**src/hdl/nfa_epsilon_acceptor_top_assert.svh**
```systemverilog
// assertion macros for the nfa epsilon acceptor
`ifndef NFA_EPSILON_ACCEPTOR_TOP_ASSERT_SVH
`define NFA_EPSILON_ACCEPTOR_TOP_ASSERT_SVH

`ifndef NO_ASSERTIONS

// same-cycle implication, sampled on clk and disabled in reset
`define NFA_ASSERT_IMPL(lbl, ante, cons, msg) \
    lbl: assert property (@(posedge clk) disable iff (!rst_n) (ante) |-> (cons)) \
        else $error(msg);

// next-cycle implication, sampled on clk and disabled in reset
`define NFA_ASSERT_NEXT(lbl, ante, cons, msg) \
    lbl: assert property (@(posedge clk) disable iff (!rst_n) (ante) |=> (cons)) \
        else $error(msg);

`else

`define NFA_ASSERT_IMPL(lbl, ante, cons, msg)
`define NFA_ASSERT_NEXT(lbl, ante, cons, msg)

`endif

`endif

```
**src/hdl/nfa_eps_pkg.sv**
```systemverilog
// shared constants, types and helpers for the nfa epsilon acceptor
package nfa_eps_pkg;

    // automaton size
    localparam int MAX_STATES      = 16;
    localparam int SLOTS_PER_STATE = 8;
    localparam int TABLE_DEPTH     = MAX_STATES * SLOTS_PER_STATE;

    // derived widths
    localparam int ADDR_W = $clog2(TABLE_DEPTH);
    localparam int CNT_W  = $clog2(TABLE_DEPTH + 1);
    localparam int SRC_W  = (MAX_STATES > 1) ? $clog2(MAX_STATES) : 1;
    localparam int SLOT_W = (SLOTS_PER_STATE > 1) ? $clog2(SLOTS_PER_STATE) : 1;

    // fixed field widths
    localparam int CMD_W    = 2;
    localparam int STATE_FW = 4;
    localparam int SLOT_FW  = 3;
    localparam int SYM_W    = 8;

    // edge label that marks an epsilon move
    localparam logic [SYM_W-1:0] EPSILON_SYMBOL = 8'd38;

    typedef enum logic [CMD_W-1:0] {
        CMD_WRITE_SLOT = 2'd0,
        CMD_SET_ACCEPT = 2'd1,
        CMD_SYMBOL     = 2'd2,
        CMD_END        = 2'd3
    } cmd_t;

    typedef logic [MAX_STATES-1:0] set_t;

    // write request into the edge table
    typedef struct packed {
        logic                en;
        logic [ADDR_W-1:0]   addr;
        logic                vld;
        logic [SYM_W-1:0]    symbol;
        logic [STATE_FW-1:0] target;
    } table_wr_t;

    // registered read data from the edge table
    typedef struct packed {
        logic                vld;
        logic [SYM_W-1:0]    symbol;
        logic [STATE_FW-1:0] target;
    } table_rd_t;

    // one-hot set bit for a state, empty when the state is out of range
    function automatic set_t state_bit(input logic [STATE_FW-1:0] s);
        set_t b;
        b = '0;
        for (int i = 0; i < MAX_STATES; i++) begin
            b[i] = (int'(s) == i);
        end
        return b;
    endfunction

endpackage

```
**src/hdl/nfa_eps_if.sv**
```systemverilog
// channel interfaces: input item, result item and configuration write

interface nfa_eps_item_if;
    logic       valid;
    logic       ready;
    logic [1:0] cmd;
    logic [3:0] state_sel;
    logic [2:0] slot_sel;
    logic       slot_valid;
    logic [7:0] edge_symbol;
    logic [3:0] target_state;
    logic       accept_flag;
    logic [7:0] in_symbol;

    modport source (
        output valid, cmd, state_sel, slot_sel, slot_valid, edge_symbol,
               target_state, accept_flag, in_symbol,
        input  ready
    );
    modport sink (
        input  valid, cmd, state_sel, slot_sel, slot_valid, edge_symbol,
               target_state, accept_flag, in_symbol,
        output ready
    );
endinterface

interface nfa_eps_result_if;
    logic valid;
    logic ready;
    logic accepted;
    logic no_active;

    modport source (output valid, accepted, no_active, input ready);
    modport sink (input valid, accepted, no_active, output ready);
endinterface

interface nfa_eps_cfg_if;
    logic       valid;
    logic       ready;
    logic [3:0] start_state;

    modport source (output valid, start_state, input ready);
    modport sink (input valid, start_state, output ready);
endinterface

```
**src/hdl/nfa_eps_table.sv**
```systemverilog
// edge table memory with per-slot valid flags and registered read port
module nfa_eps_table (
    input  logic                            clk,
    input  logic                            rst_n,
    input  nfa_eps_pkg::table_wr_t          wr,
    input  logic [nfa_eps_pkg::ADDR_W-1:0]  rd_addr,
    output nfa_eps_pkg::table_rd_t          rd
);

    logic [nfa_eps_pkg::SYM_W-1:0]    sym_mem    [nfa_eps_pkg::TABLE_DEPTH];
    logic [nfa_eps_pkg::STATE_FW-1:0] tgt_mem    [nfa_eps_pkg::TABLE_DEPTH];
    logic [nfa_eps_pkg::TABLE_DEPTH-1:0] vld_reg;
    logic [nfa_eps_pkg::SYM_W-1:0]    rd_sym_reg;
    logic [nfa_eps_pkg::STATE_FW-1:0] rd_tgt_reg;
    logic                             rd_vld_reg;

    // payload storage, no reset
    always_ff @(posedge clk)
    begin
        if (wr.en)
        begin
            sym_mem[wr.addr] <= wr.symbol;
            tgt_mem[wr.addr] <= wr.target;
        end
        rd_sym_reg <= sym_mem[rd_addr];
        rd_tgt_reg <= tgt_mem[rd_addr];
    end

    // slot valid flags, all invalid after reset
    always_ff @(posedge clk or negedge rst_n)
    begin
        if (!rst_n)
        begin
            vld_reg    <= '0;
            rd_vld_reg <= 1'b0;
        end
        else
        begin
            if (wr.en)
            begin
                vld_reg[wr.addr] <= wr.vld;
            end
            rd_vld_reg <= vld_reg[rd_addr];
        end
    end

    assign rd = '{vld: rd_vld_reg, symbol: rd_sym_reg, target: rd_tgt_reg};

endmodule

```
**src/hdl/nfa_epsilon_acceptor_top.sv**
```systemverilog
// nfa epsilon acceptor: sequencer, table sweeps and result register
// load items complete on transfer; a table sweep reads one slot a cycle over all TABLE_DEPTH slots
// a symbol item: transfer, one follow sweep, closure sweeps until one adds nothing; epsilon clears the set
// the first symbol or end item of a string first runs the start-state closure sweeps
// an armed end item is judged into the result register once it is free, held while the result is unread
// reset clears the slot valid flags, accepting marks, active set and start state at once
`include "nfa_epsilon_acceptor_top_assert.svh"

module nfa_epsilon_acceptor_top (
    input  logic      clk,
    input  logic      rst_n,
    nfa_eps_cfg_if.sink       cfg,
    nfa_eps_item_if.sink      item,
    nfa_eps_result_if.source  result
);

    typedef enum logic [1:0] {
        ST_IDLE,
        ST_FOLLOW,
        ST_CLOSE,
        ST_DONE
    } state_t;

    state_t                               state_reg;
    nfa_eps_pkg::set_t                    active_reg;
    nfa_eps_pkg::set_t                    next_set_reg;
    nfa_eps_pkg::set_t                    marks_reg;
    logic                                 open_reg;
    logic                                 follow_pending_reg;
    logic                                 is_end_reg;
    logic                                 changed_reg;
    logic [nfa_eps_pkg::SYM_W-1:0]        sym_reg;
    logic [nfa_eps_pkg::STATE_FW-1:0]     start_state_reg;
    logic [nfa_eps_pkg::CNT_W-1:0]        cnt_reg;
    logic [nfa_eps_pkg::SRC_W-1:0]        src_reg;
    logic [nfa_eps_pkg::SLOT_W-1:0]       slot_reg;
    logic                                 rd_live_reg;
    logic [nfa_eps_pkg::SRC_W-1:0]        rd_src_reg;
    logic                                 out_valid_reg;
    logic                                 accepted_reg;
    logic                                 no_active_reg;

    nfa_eps_pkg::cmd_t                    item_cmd;
    logic                                 item_xfer;
    logic                                 sel_in_range;
    nfa_eps_pkg::set_t                    sel_bit;
    nfa_eps_pkg::table_wr_t               tbl_wr;
    nfa_eps_pkg::table_rd_t               tbl_rd;
    logic                                 sweeping;
    logic                                 issue;
    logic                                 sweep_end;
    logic [nfa_eps_pkg::SYM_W-1:0]        cmp_sym;
    logic                                 edge_hit;
    nfa_eps_pkg::set_t                    tgt_bit;
    logic                                 judge;

    // handshakes
    assign cfg.ready     = 1'b1;
    assign item.ready    = (state_reg == ST_IDLE);
    assign item_xfer     = item.valid && item.ready;
    assign item_cmd      = nfa_eps_pkg::cmd_t'(item.cmd);
    assign result.valid     = out_valid_reg;
    assign result.accepted  = accepted_reg;
    assign result.no_active = no_active_reg;

    // string judged once the result register is free
    assign judge = (state_reg == ST_DONE) && (!out_valid_reg || result.ready);

    // table write request for slot loads
    assign sel_in_range = (int'(item.state_sel) < nfa_eps_pkg::MAX_STATES);
    assign sel_bit      = nfa_eps_pkg::state_bit(item.state_sel);

    always_comb
    begin
        tbl_wr.en     = item_xfer && (item_cmd == nfa_eps_pkg::CMD_WRITE_SLOT) && sel_in_range
                        && (int'(item.slot_sel) < nfa_eps_pkg::SLOTS_PER_STATE);
        tbl_wr.addr   = nfa_eps_pkg::ADDR_W'(int'(item.state_sel) * nfa_eps_pkg::SLOTS_PER_STATE
                                             + int'(item.slot_sel));
        tbl_wr.vld    = item.slot_valid;
        tbl_wr.symbol = item.edge_symbol;
        tbl_wr.target = item.target_state;
    end

    nfa_eps_table u_table (
        .clk     (clk),
        .rst_n   (rst_n),
        .wr      (tbl_wr),
        .rd_addr (cnt_reg[nfa_eps_pkg::ADDR_W-1:0]),
        .rd      (tbl_rd)
    );

    // sweep control and the shared edge compare
    assign sweeping  = (state_reg == ST_FOLLOW) || (state_reg == ST_CLOSE);
    assign issue     = sweeping && (cnt_reg < nfa_eps_pkg::CNT_W'(nfa_eps_pkg::TABLE_DEPTH));
    assign sweep_end = sweeping && !issue && !rd_live_reg;
    assign cmp_sym   = (state_reg == ST_FOLLOW) ? sym_reg : nfa_eps_pkg::EPSILON_SYMBOL;
    assign edge_hit  = rd_live_reg && tbl_rd.vld && (tbl_rd.symbol == cmp_sym)
                       && active_reg[rd_src_reg];
    assign tgt_bit   = nfa_eps_pkg::state_bit(tbl_rd.target);

    // sequencer, sets and result register
    always_ff @(posedge clk or negedge rst_n)
    begin
        if (!rst_n)
        begin
            state_reg          <= ST_IDLE;
            active_reg         <= '0;
            next_set_reg       <= '0;
            marks_reg          <= '0;
            open_reg           <= 1'b0;
            follow_pending_reg <= 1'b0;
            is_end_reg         <= 1'b0;
            changed_reg        <= 1'b0;
            sym_reg            <= '0;
            start_state_reg    <= '0;
            cnt_reg            <= '0;
            src_reg            <= '0;
            slot_reg           <= '0;
            rd_live_reg        <= 1'b0;
            rd_src_reg         <= '0;
            out_valid_reg      <= 1'b0;
            accepted_reg       <= 1'b0;
            no_active_reg      <= 1'b0;
        end
        else
        begin
            // configuration write
            if (cfg.valid && cfg.ready)
            begin
                start_state_reg <= cfg.start_state;
            end

            // result register: loaded when a string is judged, cleared on transfer
            if (judge)
            begin
                out_valid_reg <= 1'b1;
            end
            else if (out_valid_reg && result.ready)
            begin
                out_valid_reg <= 1'b0;
            end

            // slot address walk, one read a cycle
            rd_live_reg <= issue;
            rd_src_reg  <= src_reg;
            if (issue)
            begin
                cnt_reg <= cnt_reg + nfa_eps_pkg::CNT_W'(1);
                if (slot_reg == nfa_eps_pkg::SLOT_W'(nfa_eps_pkg::SLOTS_PER_STATE - 1))
                begin
                    slot_reg <= '0;
                    src_reg  <= src_reg + nfa_eps_pkg::SRC_W'(1);
                end
                else
                begin
                    slot_reg <= slot_reg + nfa_eps_pkg::SLOT_W'(1);
                end
            end

            unique case (state_reg)
                ST_IDLE:
                begin
                    if (item_xfer)
                    begin
                        unique case (item_cmd)
                            nfa_eps_pkg::CMD_WRITE_SLOT:
                            begin
                                // table write goes through the write request
                            end
                            nfa_eps_pkg::CMD_SET_ACCEPT:
                            begin
                                if (item.accept_flag)
                                    marks_reg <= marks_reg | sel_bit;
                                else
                                    marks_reg <= marks_reg & ~sel_bit;
                            end
                            nfa_eps_pkg::CMD_SYMBOL,
                            nfa_eps_pkg::CMD_END:
                            begin
                                sym_reg    <= item.in_symbol;
                                is_end_reg <= (item_cmd == nfa_eps_pkg::CMD_END);
                                cnt_reg     <= '0;
                                src_reg     <= '0;
                                slot_reg    <= '0;
                                changed_reg <= 1'b0;
                                next_set_reg <= '0;
                                if (!open_reg)
                                begin
                                    // arm with the start-state closure
                                    active_reg         <= nfa_eps_pkg::state_bit(start_state_reg);
                                    open_reg           <= 1'b1;
                                    follow_pending_reg <= (item_cmd == nfa_eps_pkg::CMD_SYMBOL);
                                    state_reg          <= ST_CLOSE;
                                end
                                else if (item_cmd == nfa_eps_pkg::CMD_END)
                                begin
                                    state_reg <= ST_DONE;
                                end
                                else if (item.in_symbol == nfa_eps_pkg::EPSILON_SYMBOL)
                                begin
                                    active_reg <= '0;
                                end
                                else
                                begin
                                    state_reg <= ST_FOLLOW;
                                end
                            end
                        endcase
                    end
                end

                ST_FOLLOW:
                begin
                    if (edge_hit)
                    begin
                        next_set_reg <= next_set_reg | tgt_bit;
                    end
                    if (sweep_end)
                    begin
                        active_reg  <= next_set_reg;
                        cnt_reg     <= '0;
                        src_reg     <= '0;
                        slot_reg    <= '0;
                        changed_reg <= 1'b0;
                        state_reg   <= ST_CLOSE;
                    end
                end

                ST_CLOSE:
                begin
                    // grow the set in place along epsilon edges
                    if (edge_hit && ((active_reg & tgt_bit) == '0))
                    begin
                        active_reg  <= active_reg | tgt_bit;
                        changed_reg <= 1'b1;
                    end
                    if (sweep_end)
                    begin
                        cnt_reg     <= '0;
                        src_reg     <= '0;
                        slot_reg    <= '0;
                        changed_reg <= 1'b0;
                        if (changed_reg)
                        begin
                            state_reg <= ST_CLOSE;
                        end
                        else if (follow_pending_reg)
                        begin
                            follow_pending_reg <= 1'b0;
                            next_set_reg       <= '0;
                            if (sym_reg == nfa_eps_pkg::EPSILON_SYMBOL)
                            begin
                                active_reg <= '0;
                                state_reg  <= ST_IDLE;
                            end
                            else
                            begin
                                state_reg <= ST_FOLLOW;
                            end
                        end
                        else if (is_end_reg)
                        begin
                            state_reg <= ST_DONE;
                        end
                        else
                        begin
                            state_reg <= ST_IDLE;
                        end
                    end
                end

                ST_DONE:
                begin
                    // judge the string once the result register is free
                    if (judge)
                    begin
                        accepted_reg  <= |(active_reg & marks_reg);
                        no_active_reg <= (active_reg == '0);
                        active_reg    <= '0;
                        open_reg      <= 1'b0;
                        state_reg     <= ST_IDLE;
                    end
                end
            endcase
        end
    end

    // checks on the sequencer
    `NFA_ASSERT_IMPL(a_done_armed, state_reg == ST_DONE, open_reg,
        "result judged on a string that was never armed")
    `NFA_ASSERT_IMPL(a_pending_in_close, follow_pending_reg, state_reg == ST_CLOSE,
        "pending follow outside the arming closure")
    `NFA_ASSERT_NEXT(a_arm_opens,
        item_xfer && !open_reg
            && (item_cmd == nfa_eps_pkg::CMD_SYMBOL || item_cmd == nfa_eps_pkg::CMD_END),
        open_reg, "symbol or end transfer did not arm the string")
    `NFA_ASSERT_IMPL(a_closed_empty, state_reg == ST_IDLE && !open_reg, active_reg == '0,
        "active states left over after the string closed")
    `NFA_ASSERT_IMPL(a_read_in_sweep, rd_live_reg,
        state_reg == ST_FOLLOW || state_reg == ST_CLOSE,
        "table read data arrived outside a sweep")

endmodule
```
**src/flat_wrapper.sv**
```systemverilog
// flat-port wrapper written by rule: the top's interface ports become plain ports
module nfa_epsilon_acceptor_top_flat 
  (clk, rst_n, cfg_valid, cfg_start_state, cfg_ready, item_valid, item_cmd, item_state_sel, item_slot_sel, item_slot_valid, item_edge_symbol, item_target_state, item_accept_flag, item_in_symbol, item_ready, result_valid, result_accepted, result_no_active, result_ready);
  nfa_eps_cfg_if cfg_i ();
  nfa_eps_item_if item_i ();
  nfa_eps_result_if result_i ();
  input  logic clk;
  input  logic rst_n;
  input wire logic [$bits(cfg_i.valid)-1:0] cfg_valid;
  input wire logic [$bits(cfg_i.start_state)-1:0] cfg_start_state;
  output wire logic [$bits(cfg_i.ready)-1:0] cfg_ready;
  input wire logic [$bits(item_i.valid)-1:0] item_valid;
  input wire logic [$bits(item_i.cmd)-1:0] item_cmd;
  input wire logic [$bits(item_i.state_sel)-1:0] item_state_sel;
  input wire logic [$bits(item_i.slot_sel)-1:0] item_slot_sel;
  input wire logic [$bits(item_i.slot_valid)-1:0] item_slot_valid;
  input wire logic [$bits(item_i.edge_symbol)-1:0] item_edge_symbol;
  input wire logic [$bits(item_i.target_state)-1:0] item_target_state;
  input wire logic [$bits(item_i.accept_flag)-1:0] item_accept_flag;
  input wire logic [$bits(item_i.in_symbol)-1:0] item_in_symbol;
  output wire logic [$bits(item_i.ready)-1:0] item_ready;
  output wire logic [$bits(result_i.valid)-1:0] result_valid;
  output wire logic [$bits(result_i.accepted)-1:0] result_accepted;
  output wire logic [$bits(result_i.no_active)-1:0] result_no_active;
  input wire logic [$bits(result_i.ready)-1:0] result_ready;
  assign cfg_i.valid = cfg_valid;
  assign cfg_i.start_state = cfg_start_state;
  assign cfg_ready = cfg_i.ready;
  assign item_i.valid = item_valid;
  assign item_i.cmd = item_cmd;
  assign item_i.state_sel = item_state_sel;
  assign item_i.slot_sel = item_slot_sel;
  assign item_i.slot_valid = item_slot_valid;
  assign item_i.edge_symbol = item_edge_symbol;
  assign item_i.target_state = item_target_state;
  assign item_i.accept_flag = item_accept_flag;
  assign item_i.in_symbol = item_in_symbol;
  assign item_ready = item_i.ready;
  assign result_valid = result_i.valid;
  assign result_accepted = result_i.accepted;
  assign result_no_active = result_i.no_active;
  assign result_i.ready = result_ready;
  nfa_epsilon_acceptor_top u_core (.clk(clk), .rst_n(rst_n), .cfg(cfg_i), .item(item_i), .result(result_i));
endmodule
```
**config.mk**
```make
export PLATFORM = sky130hd
export DESIGN_NAME = nfa_epsilon_acceptor_top_flat
export DESIGN_NICKNAME = d
export VERILOG_FILES = /design/src/hdl/nfa_eps_pkg.sv /design/src/hdl/nfa_eps_if.sv /design/src/hdl/nfa_eps_table.sv /design/src/hdl/nfa_epsilon_acceptor_top.sv /design/src/flat_wrapper.sv
export VERILOG_INCLUDE_DIRS = /design/src /design/src/hdl
export SDC_FILE = /design/constraint.sdc
export NUM_CORES = 2
export LEC_CHECK = 0
export BUFFER_PORTS_ARGS = -buffer_cell sky130_fd_sc_hd__buf_2
export CAP_MARGIN = 20
export CORE_ASPECT_RATIO = 1.2
export CORE_MARGIN = 2
export CORE_UTILIZATION = 60
export CTS_CLUSTER_SIZE = 24
export DETAILED_ROUTE_END_ITERATION = 6
export HOLD_SLACK_MARGIN = 0.15
export MAX_ROUTING_LAYER = met4
export PLACE_DENSITY_LB_ADDON = 0.3
export SLEW_MARGIN = 20
export SYNTH_ARGS = -nofsm -noshare
export SYNTH_HDL_FRONTEND = slang
export SYNTH_HIERARCHICAL = 1
export SYNTH_SLANG_ARGS = --single-unit
```
**constraint.sdc**
```tcl
create_clock -name clk -period 4.7 [get_ports clk]
set_input_delay 0.705 -clock clk [delete_from_list [all_inputs] [get_ports clk]]
set_output_delay 0.705 -clock clk [all_outputs]
set_load 0.1 [all_outputs]
```
==> flow_summary_export.csv <==
group,metric,value,unit
status,status,"completed",
worst_setup_path,r2r-end,"u_core/u_table/sym_mem[64][1]",
min_path,hold_path.startpoint,"cfg_valid",
worst_setup_path,cp.arrival,4.49,ns
worst_setup_path,r2r_slack,0.71,ns
final_layout,layout.cells.most_common,"edfxtp_1",
yosys,synth_flop_cell,"edfxtp_1",
final_layout,largest_reg_flops,1024,
route,dr_wl_met2,84790,µm
clocking,clkLatencyLatePin,0.79,ns
worst_setup_path,cp-start-kind,"register",
worst_setup_path,cp.required,5.19,ns
sta,finClkSkew,0.02284,ns
sta,fin_crit_sh,0.8499,
placed_design,hpwl,105600,µm
sta,fin_ws,0.7055,ns
power_and_ir_drop,powerDensity,392.4,mW/mm²
placed_design,postPlaceCellArea,0.07323,mm²
sta,drv_slew,0,
min_path,hold_path_depth,2,
power_and_ir_drop,peakVddDrop,406.3,µV
route,drc,0,
yosys,synth_mux_area_frac,0.2054,
yosys,ys_ff_latch,1766,
sta,report.final.hold_viol_count,0,
clocking,cts_hold_buf,13,
clocking,numCtsBuffers,162,
placed_design,port_buffers,43,
clocking,ctsRootBufferMaster,"clkbuf_16",
floorplan,die_w,315.5,µm
floorplan,die_h,377.8,µm
worst_setup_path,endpoint_kind,"register",
placed_design,place.gp.congestion,0.9069,
yosys,synth_top_family_by_area,"multiplexers",
final_layout,syn_to_final_growth,12.89,%
sta,fmax,0.2503,GHz
worst_setup_path,reg2regPathDepth,10,
sta,slew-limit-headroom,0.2370,
yosys,synthesis.nets,3266,
yosys,syn_inst,3218,
clocking,cts_sinks,1766,
route,avgRoutedWirePerCell,33.90,µm
yosys,yosysWarnings,6,
route,dr_total_vias,35700,
sta,period_needed,3.994,ns
sta,tns,0,ns
global_route,gr-total-overflow,0,
yosys,synth_compound_area_frac,0.01302,
power_and_ir_drop,fin_total_pwr,0.03094,W
floorplan,rows,137,
global_route,grtUsageTotal,0.3117,
route,ant_nets,0,
yosys,syn_area_per_cell,21.71,µm²
clocking,cts_tree,"built",
yosys,synth_area,0.06985,mm²
global_route,grt_max_degree,116,
route,firstDrtPassIters,6,
route,wl_met1,64710,µm
yosys,ys_async_sr_fraction,0.1234,
placed_design,preCtsSetupSlack,0.7527,ns
sta,rsz0062_at_grt,"no",
sta,worstMarginPinSlew,1.144,ns
worst_setup_path,crit_type,"register to register",
sta,setup_viol,0,
final_layout,stdcell_area,0.07886,mm²
global_route,grt_pass1_wl,254000,µm
min_path,worstHoldEndpoint,"u_core/start_state_reg[0]",
clocking,post_cts_buffers,0,
yosys,synthAdderAreaFrac,0.001433,
global_route,antenna_found_initial,8,
floorplan,coreArea,0.1159,mm²
yosys,synth_edf_count,1536,
clocking,htreeDepth,4,
final_layout,drive_above_1_share,0.3460,
yosys,ys_seq_area_frac,0.7418,
worst_setup_path,crit_start,"u_core/state_reg[0]",
floorplan,start_util,0.6028,
route,routed_wl,175100,µm
power_and_ir_drop,p_leak,26.30,nW
final_layout,fin_nets,3538,
yosys,synthDistinctLibCells,67,
worst_setup_path,timing.rr.start,"u_core/state_reg[0]",
floorplan,io_pins,45,
yosys,synth-xor-area-share,0.001630,
route,dr_wl_met3,18300,µm
clocking,clk_pin_slew,0.06,ns
flow_run,maxCapViolations,0,
final_layout,layout_common_cells,"1,536 x edfxtp_1, 550 x mux4_2, 219 x buf_4",
clocking,clock_path_buffers,3,
route,first_iter_violations,5023,
floorplan,dieArea,0.1192,mm²
global_route,first_global_vias,36040,
route,via_per_inst,6.914,
yosys,synth-simple-area-share,0.02551,
route,highest_layer,"met4",
clocking,ctsResizeCount,0,
min_path,hp-class,"input pin to register",
worst_setup_path,cp_max_fo,22,
## worst max-delay path, stage by stage (launching register included)
cell     delay, ns
dfrtp_1       0.42
inv_1         0.14
ha_1          0.67
nand2_1       0.16
nor3_1        0.41
buf_4         0.25
nor2b_1       0.26
nand2_1       0.10
buf_4         0.26
nor2_1        0.69
buf_4         0.31
## worst max path at each step
stage | end | cells after the start
after floorplan | u_core/u_table/vld_reg[116] | 10
after global placement | u_core/u_table/sym_mem[64][1] | 10
after detailed placement | u_core/u_table/sym_mem[64][1] | 10
after CTS | u_core/u_table/sym_mem[64][1] | 10
after global routing | u_core/u_table/sym_mem[64][1] | 10
final | u_core/u_table/sym_mem[64][1] | 10
## report_power, final
part | internal (W) | switching, W | total (W)
logic | 0.0000429 | 0.000354 | 0.000397
registers | 0.0170 | 0.00000653 | 0.0171
clock network | 0.00776 | 0.00574 | 0.0135
## cells by family (layout without fill, tap and decap cells)
group | Yosys count | count (layout)
AOI/OAI and AO/OA | 137 | 137
adders and majority gates | 8 | 8
and+or+nand+nor | 384 | 384
xor gates and xnor gates | 13 | 13
buffers and inverters | 184 | 593
muxes | 725 | 725
other | 1 | 9
DFF | 1766 | 1766
## cell usage after synthesis, types with 13 or more instances
library cell | n | area share
a21oi_1 | 33 | 0.0024
buf_1 | 20 | 0.0011
buf_2 | 40 | 0.0029
clkbuf_1 | 104 | 0.0056
dfrtp_1 | 218 | 0.078
edfxtp_1 | 1536 | 0.66
inv_1 | 13 | 0.00070
mux2_2 | 161 | 0.026
mux4_2 | 550 | 0.18
nand2_1 | 90 | 0.0048
nand2b_1 | 19 | 0.0017
nand3_1 | 26 | 0.0019
nand4_1 | 13 | 0.0012
nor2_1 | 168 | 0.0090
nor2b_1 | 15 | 0.0013
nor3_1 | 14 | 0.0010
o21ai_0 | 43 | 0.0031
## through the flow
step	hold slack [ns]	util	cells
after global placement	0.3768	0.6320	4842
after floorplan	0.3619	-	3218
after CTS	0.1507	0.6803	5156
after global routing	0.2270	0.6805	5162
after detailed placement	0.3941	0.6320	4842
final	0.1907	0.6805	5164
## area by class of cell
cell class                      instances  area (µm²)
Sequential cell                      1766       51840
Multi-Input combinational cell       1268       17290
Inverter                               13       48.80
Clock inverter                         95        1050
Clock buffer                          206        4425
Antenna cell                            8       20.02
Tap cell                             1529        1913
Fill cell                            6983       37020
Timing Repair Buffer                  279        2275
## per-layer routing
layer,GRT usage,vias up
li1,-,13940
met1,0.4214,19050
met2,0.4746,2326
met3,0.06675,392
met4,0.1184,0
met5,-,-
No activity file was read; power rests on OpenSTA's default activity.
